$ cat config.mk
export PLATFORM = sky130hd
export DESIGN_NAME = imucf_cordic
export DESIGN_NICKNAME = d
export VERILOG_FILES = /design/src/imucf_pkg.sv /design/src/imucf_cordic.sv
export SDC_FILE = /design/constraint.sdc
export NUM_CORES = 2
export LEC_CHECK = 0
export ABC_CLOCK_PERIOD_IN_PS = 13800
export BUFFER_PORTS_ARGS = -buffer_cell sky130_fd_sc_hd__buf_2
export CORE_UTILIZATION = 24
export CTS_CLUSTER_DIAMETER = 30
export DETAILED_ROUTE_END_ITERATION = 16
export SYNTH_ARGS = -nofsm -noshare
export SYNTH_HDL_FRONTEND = slang
export SYNTH_SLANG_ARGS = --single-unit
$ cat constraint.sdc
create_clock -name clk -period 13.8 [get_ports clk]
set_input_delay 0 -clock clk [delete_from_list [all_inputs] [get_ports clk]]
set_output_delay 0 -clock clk [all_outputs]
set_load 0.01 [all_outputs]
$ cat src/imucf_pkg.sv
`timescale 1ns / 1ps

package imucf_pkg;

    localparam int ZW    = 34;
    localparam int XW    = 44;
    localparam int CW    = 32;
    localparam int MW    = 34;
    localparam int STEPS = 24;
    localparam int SW    = 5;

    localparam logic signed [ZW-1:0] DEG180   = 34'sd3019898880;
    localparam logic signed [ZW-1:0] DEG90    = 34'sd1509949440;
    localparam logic signed [XW-1:0] INV_GAIN = 44'sd652032874;

    typedef enum logic
    {
        CORDIC_VECTOR,
        CORDIC_ROTATE
    } cordic_mode_t;

    typedef struct packed
    {
        logic         start;
        cordic_mode_t mode;
    } cordic_req_t;

    function automatic logic signed [ZW-1:0] atan_q24(input logic [SW-1:0] idx);
        logic signed [ZW-1:0] v;
        case (idx)
            5'd0:    v = 34'sd754974720;
            5'd1:    v = 34'sd445687602;
            5'd2:    v = 34'sd235489089;
            5'd3:    v = 34'sd119537938;
            5'd4:    v = 34'sd60000934;
            5'd5:    v = 34'sd30029717;
            5'd6:    v = 34'sd15018523;
            5'd7:    v = 34'sd7509719;
            5'd8:    v = 34'sd3754917;
            5'd9:    v = 34'sd1877466;
            5'd10:   v = 34'sd938734;
            5'd11:   v = 34'sd469367;
            5'd12:   v = 34'sd234684;
            5'd13:   v = 34'sd117342;
            5'd14:   v = 34'sd58671;
            5'd15:   v = 34'sd29335;
            5'd16:   v = 34'sd14668;
            5'd17:   v = 34'sd7334;
            5'd18:   v = 34'sd3667;
            5'd19:   v = 34'sd1833;
            5'd20:   v = 34'sd917;
            5'd21:   v = 34'sd458;
            5'd22:   v = 34'sd229;
            5'd23:   v = 34'sd115;
            default: v = '0;
        endcase
        return v;
    endfunction

endpackage

$ cat src/imucf_cordic.sv
`timescale 1ns / 1ps

module imucf_cordic
    import imucf_pkg::*;
(
    input  logic                 clk,
    input  logic                 rst_n,
    input  cordic_req_t          req,
    input  logic signed [ZW-1:0] in_x,
    input  logic signed [ZW-1:0] in_y,
    input  logic signed [ZW-1:0] in_z,
    output logic                 done,
    output logic signed [CW-1:0] res_x,
    output logic signed [CW-1:0] res_y,
    output logic signed [ZW-1:0] res_z
);

    typedef enum logic [1:0]
    {
        C_IDLE,
        C_NORM,
        C_ITER
    } cstate_t;

    localparam logic [XW-1:0] M31 = XW'(1) << 31;
    localparam logic [XW-1:0] M39 = XW'(1) << 39;

    cstate_t              state_reg;
    logic signed [XW-1:0] x_reg;
    logic signed [XW-1:0] y_reg;
    logic signed [ZW-1:0] z_reg;
    logic [SW-1:0]        i_reg;
    logic                 neg_reg;
    cordic_mode_t         mode_reg;
    logic                 done_reg;

    logic signed [XW-1:0] ext_x;
    logic signed [XW-1:0] ext_y;
    logic [XW-1:0]        abs_x;
    logic [XW-1:0]        abs_y;
    logic [XW-1:0]        mag;
    logic signed [XW-1:0] sh_x;
    logic signed [XW-1:0] sh_y;
    logic signed [ZW-1:0] tval;
    logic signed [XW-1:0] out_x;
    logic signed [XW-1:0] out_y;
    logic                 zero_c;
    logic                 last_c;

    assign ext_x  = {{(XW-ZW){in_x[ZW-1]}}, in_x};
    assign ext_y  = {{(XW-ZW){in_y[ZW-1]}}, in_y};
    assign abs_x  = x_reg[XW-1] ? XW'(-x_reg) : XW'(x_reg);
    assign abs_y  = y_reg[XW-1] ? XW'(-y_reg) : XW'(y_reg);
    assign mag    = (abs_x > abs_y) ? abs_x : abs_y;
    assign sh_x   = x_reg >>> i_reg;
    assign sh_y   = y_reg >>> i_reg;
    assign tval   = atan_q24(i_reg);
    assign out_x  = neg_reg ? -x_reg : x_reg;
    assign out_y  = neg_reg ? -y_reg : y_reg;
    assign zero_c = req.start && (req.mode == CORDIC_VECTOR) && (in_x == '0) && (in_y == '0);
    assign last_c = (i_reg == SW'(STEPS - 1));

    assign done  = done_reg;
    assign res_x = out_x[CW-1:0];
    assign res_y = out_y[CW-1:0];
    assign res_z = z_reg;

    always_ff @(posedge clk or negedge rst_n)
    begin
        if (!rst_n)
        begin
            state_reg <= C_IDLE;
            done_reg  <= 1'b0;
        end
        else
        begin
            done_reg <= ((state_reg == C_IDLE) && zero_c) || ((state_reg == C_ITER) && last_c);
            case (state_reg)
                C_IDLE:
                begin
                    if (req.start)
                    begin
                        mode_reg <= req.mode;
                        i_reg    <= '0;
                        if (req.mode == CORDIC_VECTOR)
                        begin
                            neg_reg <= 1'b0;
                            if (in_x == '0 && in_y == '0)
                            begin
                                z_reg <= '0;
                            end
                            else if (in_x[ZW-1])
                            begin
                                z_reg     <= in_y[ZW-1] ? -DEG180 : DEG180;
                                x_reg     <= -ext_x;
                                y_reg     <= -ext_y;
                                state_reg <= C_NORM;
                            end
                            else
                            begin
                                z_reg     <= '0;
                                x_reg     <= ext_x;
                                y_reg     <= ext_y;
                                state_reg <= C_NORM;
                            end
                        end
                        else
                        begin
                            x_reg <= INV_GAIN;
                            y_reg <= '0;
                            if (in_z > DEG90)
                            begin
                                z_reg   <= in_z - DEG180;
                                neg_reg <= 1'b1;
                            end
                            else if (in_z < -DEG90)
                            begin
                                z_reg   <= in_z + DEG180;
                                neg_reg <= 1'b1;
                            end
                            else
                            begin
                                z_reg   <= in_z;
                                neg_reg <= 1'b0;
                            end
                            state_reg <= C_ITER;
                        end
                    end
                end
                C_NORM:
                begin
                    if (mag < M31)
                    begin
                        x_reg <= x_reg <<< 8;
                        y_reg <= y_reg <<< 8;
                    end
                    else if (mag < M39)
                    begin
                        x_reg <= x_reg <<< 1;
                        y_reg <= y_reg <<< 1;
                    end
                    else
                    begin
                        state_reg <= C_ITER;
                    end
                end
                C_ITER:
                begin
                    if (mode_reg == CORDIC_VECTOR)
                    begin
                        if (!y_reg[XW-1])
                        begin
                            x_reg <= x_reg + sh_y;
                            y_reg <= y_reg - sh_x;
                            z_reg <= z_reg + tval;
                        end
                        else
                        begin
                            x_reg <= x_reg - sh_y;
                            y_reg <= y_reg + sh_x;
                            z_reg <= z_reg - tval;
                        end
                    end
                    else
                    begin
                        if (!z_reg[ZW-1])
                        begin
                            x_reg <= x_reg - sh_y;
                            y_reg <= y_reg + sh_x;
                            z_reg <= z_reg - tval;
                        end
                        else
                        begin
                            x_reg <= x_reg + sh_y;
                            y_reg <= y_reg - sh_x;
                            z_reg <= z_reg + tval;
                        end
                    end
                    if (last_c)
                    begin
                        state_reg <= C_IDLE;
                    end
                    else
                    begin
                        i_reg <= i_reg + 1'b1;
                    end
                end
                default:
                begin
                    state_reg <= C_IDLE;
                end
            endcase
        end
    end

endmodule

==> impl_summary.txt <==
----------------------------------------------------
[Synthesis]
  Synth area leader ... sky130_fd_sc_hd__edfxtp_1
  Cell with the most instances after synthesis ... sky130_fd_sc_hd__nand2_1
  Compound-gate portion of the synthesized area ... 25.32%
  Synthesized netlist net count ... 4640
  Parity-gate share of the synthesized area counting xor and xnor cells ... 9.080%
  Post-synthesis instance total ... 4232
  Post-synthesis cell type count ... 88
  Mux contribution to synthesized area ... 12.08%
  List of most frequent post-synthesis cells ... sky130_fd_sc_hd__nand2_1, sky130_fd_sc_hd__a21oi_1, sky130_fd_sc_hd__o21ai_0
  Post-Synth Simple-Gate Area ... 19.76%
  Fraction of the yosys area taken by sequential cells ... 14.51%
  Cell area after synthesis ... 31350 µm²
  YS warnings ... 0
  Flip-flop cell with the highest count after synthesis ... sky130_fd_sc_hd__edfxtp_1
  Largest family of logic cells by synthesized area ... compound AO/OA/AOI/OAI gates
  Adder-cell share of the synthesized area ... 12.20%
  Number of flops mapped to enable cells by yosys ... 129
  Yosys top cell area share ... 12.36%
  Flip-flop and latch count after synthesis ... 162
  Synth async-reset ratio ... 1.852%
  Mapped Avg Cell Area ... 7.408 µm²
  Most area-consuming cells after synthesis ... sky130_fd_sc_hd__edfxtp_1, sky130_fd_sc_hd__ha_1, sky130_fd_sc_hd__xnor2_1

[Detailed routing]
  Total number of vias ... 33416
  Number of antenna-violating nets in the routed design ... 0
  Drt initial violations ... 4376
  Via density per instance ... 5.579
  DRC violation count after routing ... 0
  Detailed Route WL ... 139300 µm
  Detailed-router iteration count before antenna repair ... 6
  Post-detailed-route wirelength per cell ... 23.26 µm

[STA]
  Clock period minus worst slack ... 7.383 ns
  Final worst path period share ... 53.50%
  Number of setup violations in the final report ... 0
  Max Clock Freq ... 135.5 MHz
  Unrepaired setup endpoints after global routing ... false
  Worst hold slack ... 0.01206 ns
  Total count of hold-check failures in the final report ... 0
  Transition time at the pin with the least slew margin ... 1.344 ns
  Worst slew margin relative to its limit ... 9.472%
  Total negative slack for setup checks ... 0 ns
  Count of final max-slew check failures ... 0
  Clock skew after layout ... 0.01582 ns

[GRT]
  Global route total overflow ... 0
  GR Layer Usage met2 ... 30.31%
  Global routing met3 resource utilization ... 6.385%
  Most crowded layer after global routing ... met2
  Antenna violations before repair ... 45
  Via count of the first global-routing pass ... 30526
  Wire length of the first global-routing pass ... 203300 µm
  Combined global-route utilization of all metal layers ... 20.26%
  Met1 demand-to-capacity share in global routing ... 28.31%
  Largest net degree at the start of global routing ... 147

[Worst setup path]
  Critical Path Slowest Stage Cell ... sky130_fd_sc_hd__buf_4
  Ordered cell list for the critical path ... nor4_1 -> nand3_1 -> or4_1 -> or3_1 -> or3_1 -> or3_1 -> nand2_1 -> xnor2_1 -> ha_1 -> nand4_1 -> nor4_1 -> nand2_1 -> o32a_1 -> o21ai_0 -> nand4b_1 -> nand2_1 -> a21oi_1 -> nor3_2 -> buf_4 -> buf_4
  Peak fanout along the critical path ... 49
  Cell class contributing the biggest share of worst-path delay ... simple AND/OR/NAND/NOR gates
  Endpoint required time on the critical path ... 13.92 ns
  Number of cells on the worst reg-to-reg path ... 20
  CP Data Arrival Time ... 7.50 ns
  Startpoint Class ... flop
  FF-to-FF Start ... x_reg[8]
  R2R setup slack ... 6.42 ns
  Combined buffer and inverter count along the critical path ... 2
  CP endpoint kind ... flop
  Type of the worst setup path ... flop to flop
  Destination of the worst register-to-register timing path ... y_reg[34]
  Delay of the slowest cell on the worst path ... 0.61 ns

[Clocking]
  Worst skew pair latency ... 0.49 ns
  Clock buffer count from CTS ... 17
  CTS Sinks ... 162
  Clk root buf ... sky130_fd_sc_hd__clkbuf_16
  CTS tree ... built
  Number of buffers on the longest clock path ... 2
  Maximum level of the CTS H-tree ... 4
  Register clock-pin slew on the reported worst setup and hold paths ... 0.07 ns

[Floorplan]
  Floorplan core area ... 129500 µm²
  Die Footprint ... 132100 µm²
  Num ports ... 205
  Row count ... 132
  Die Wd ... 363.4 µm
  Initial cell density of the core ... 24.21%
  Die height ... 363.4 µm

[Placement]
  Post-DP HPWL ... 109500 µm
  Input/output buffers ... 204
  Final weighted congestion in routability-driven placement ... 1.013

[Status]
  Status ... completed

[Min path]
  Startpoint of the most critical hold path ... in_x[10]
  Depth of the worst hold-timing path ... 4
  Path class of the lowest-slack min-delay path ... input pin to flop
  Worst Hold Path EP ... x_reg[10]

[Job]
  Max-cap check violation count ... 0

[Final layout]
  Area growth, synth to finish ... 10.77%
  Fin nets ... 4630
  Fin util ... 26.82%
  Layout cells sized above 1 ... 11.33%

----------------------------------------------------
[cells by family after synthesis]
group,Yosys count
AOI/OAI and AO/OA,1249
xor gates and xnor gates,325
adders and majority gates,302
buffers and inverters,570
DFF,162
muxes,309
and+or+nand+nor,1315
[layout by cell type (no fill, tap or decap), types with 42 or more instances in the layout]
cell,synthesis,routed
sky130_fd_sc_hd__nor4_1,48,48
sky130_fd_sc_hd__buf_2,8,204
sky130_fd_sc_hd__o221ai_1,52,52
sky130_fd_sc_hd__ha_1,296,295
sky130_fd_sc_hd__mux4_2,46,46
sky130_fd_sc_hd__a211oi_1,62,62
sky130_fd_sc_hd__buf_4,8,56
sky130_fd_sc_hd__a21oi_1,351,349
sky130_fd_sc_hd__inv_1,239,238
sky130_fd_sc_hd__or3_1,70,70
sky130_fd_sc_hd__mux2_2,86,86
sky130_fd_sc_hd__o21ai_0,318,315
sky130_fd_sc_hd__mux2i_1,168,166
sky130_fd_sc_hd__xor2_1,93,93
sky130_fd_sc_hd__o21a_1,50,50
sky130_fd_sc_hd__o31ai_1,71,71
sky130_fd_sc_hd__nand3_1,68,68
sky130_fd_sc_hd__nor2_1,292,290
sky130_fd_sc_hd__nand2_1,500,498
sky130_fd_sc_hd__edfxtp_1,129,129
sky130_fd_sc_hd__nor3_1,84,83
sky130_fd_sc_hd__nand2b_1,42,42
sky130_fd_sc_hd__nor2b_1,63,62
sky130_fd_sc_hd__xnor2_1,232,232
[cell type report]
type | instances | area (µm²)
Tap cell | 1742 | 2180
Clock inverter | 12 | 97.59
Clock buffer | 20 | 446.7
Multi-Input combinational cell | 3500 | 24660
Inverter | 241 | 904.6
Sequential cell | 162 | 4549
Timing Repair Buffer | 300 | 1852
Antenna cell | 13 | 32.53
Fill cell | 14361 | 94760
[layer usage]
metal	wire, µm	up-vias	part of all wire, %
li1	-	15343	-
met1	60910	16056	44
met2	58640	1778	42
met3	16890	195	12
met4	2547	44	1.8
met5	308	-	0.22
[metrics by stage]
stage | instance area, µm² | instances | setup slack, ns
final | 34720 | 5990 | 6.417
after floorplan | 31350 | 4232 | 2.854
after global placement | 33760 | 5906 | 6.745
after global routing | 34710 | 5984 | 6.161
after detailed placement | 33760 | 5906 | 6.616
after CTS | 34690 | 5977 | 6.600
[worst max-delay path by stage]
stage	startpoint	end	slack [ns]	cells past startpoint
global placement	x_reg[8]	y_reg[43]	6.75	20
finish	x_reg[8]	y_reg[34]	6.42	20
floorplan	x_reg[12]	x_reg[0]	2.85	18
detailed placement	x_reg[7]	y_reg[43]	6.62	20
global route	x_reg[7]	y_reg[34]	6.16	20
CTS	x_reg[7]	y_reg[43]	6.60	20
[worst reg2reg max path, cell delays in order, from the launching register on]
cell	delay [ns]
sky130_fd_sc_hd__edfxtp_1	0.56
sky130_fd_sc_hd__nor4_1	0.55
sky130_fd_sc_hd__nand3_1	0.45
sky130_fd_sc_hd__or4_1	0.58
sky130_fd_sc_hd__or3_1	0.39
sky130_fd_sc_hd__or3_1	0.40
sky130_fd_sc_hd__or3_1	0.36
sky130_fd_sc_hd__nand2_1	0.10
sky130_fd_sc_hd__xnor2_1	0.08
sky130_fd_sc_hd__ha_1	0.30
sky130_fd_sc_hd__nand4_1	0.12
sky130_fd_sc_hd__nor4_1	0.53
sky130_fd_sc_hd__nand2_1	0.10
sky130_fd_sc_hd__o32a_1	0.29
sky130_fd_sc_hd__o21ai_0	0.13
sky130_fd_sc_hd__nand4b_1	0.19
sky130_fd_sc_hd__nand2_1	0.37
sky130_fd_sc_hd__a21oi_1	0.15
sky130_fd_sc_hd__nor3_2	0.12
sky130_fd_sc_hd__buf_4	0.62
sky130_fd_sc_hd__buf_4	0.62
[timing repair]
item | 4_1_cts | 5_1_grt
gates resized for setup | 0 | 0
hold buffers | 39 | 0
hold endpoints to repair | 42 | 0
setup buffers | 0 | 0
Power is left out: the tool's default activity adds up to more than one toggle a clock period on the data nets, which glitch-free logic cannot reach.
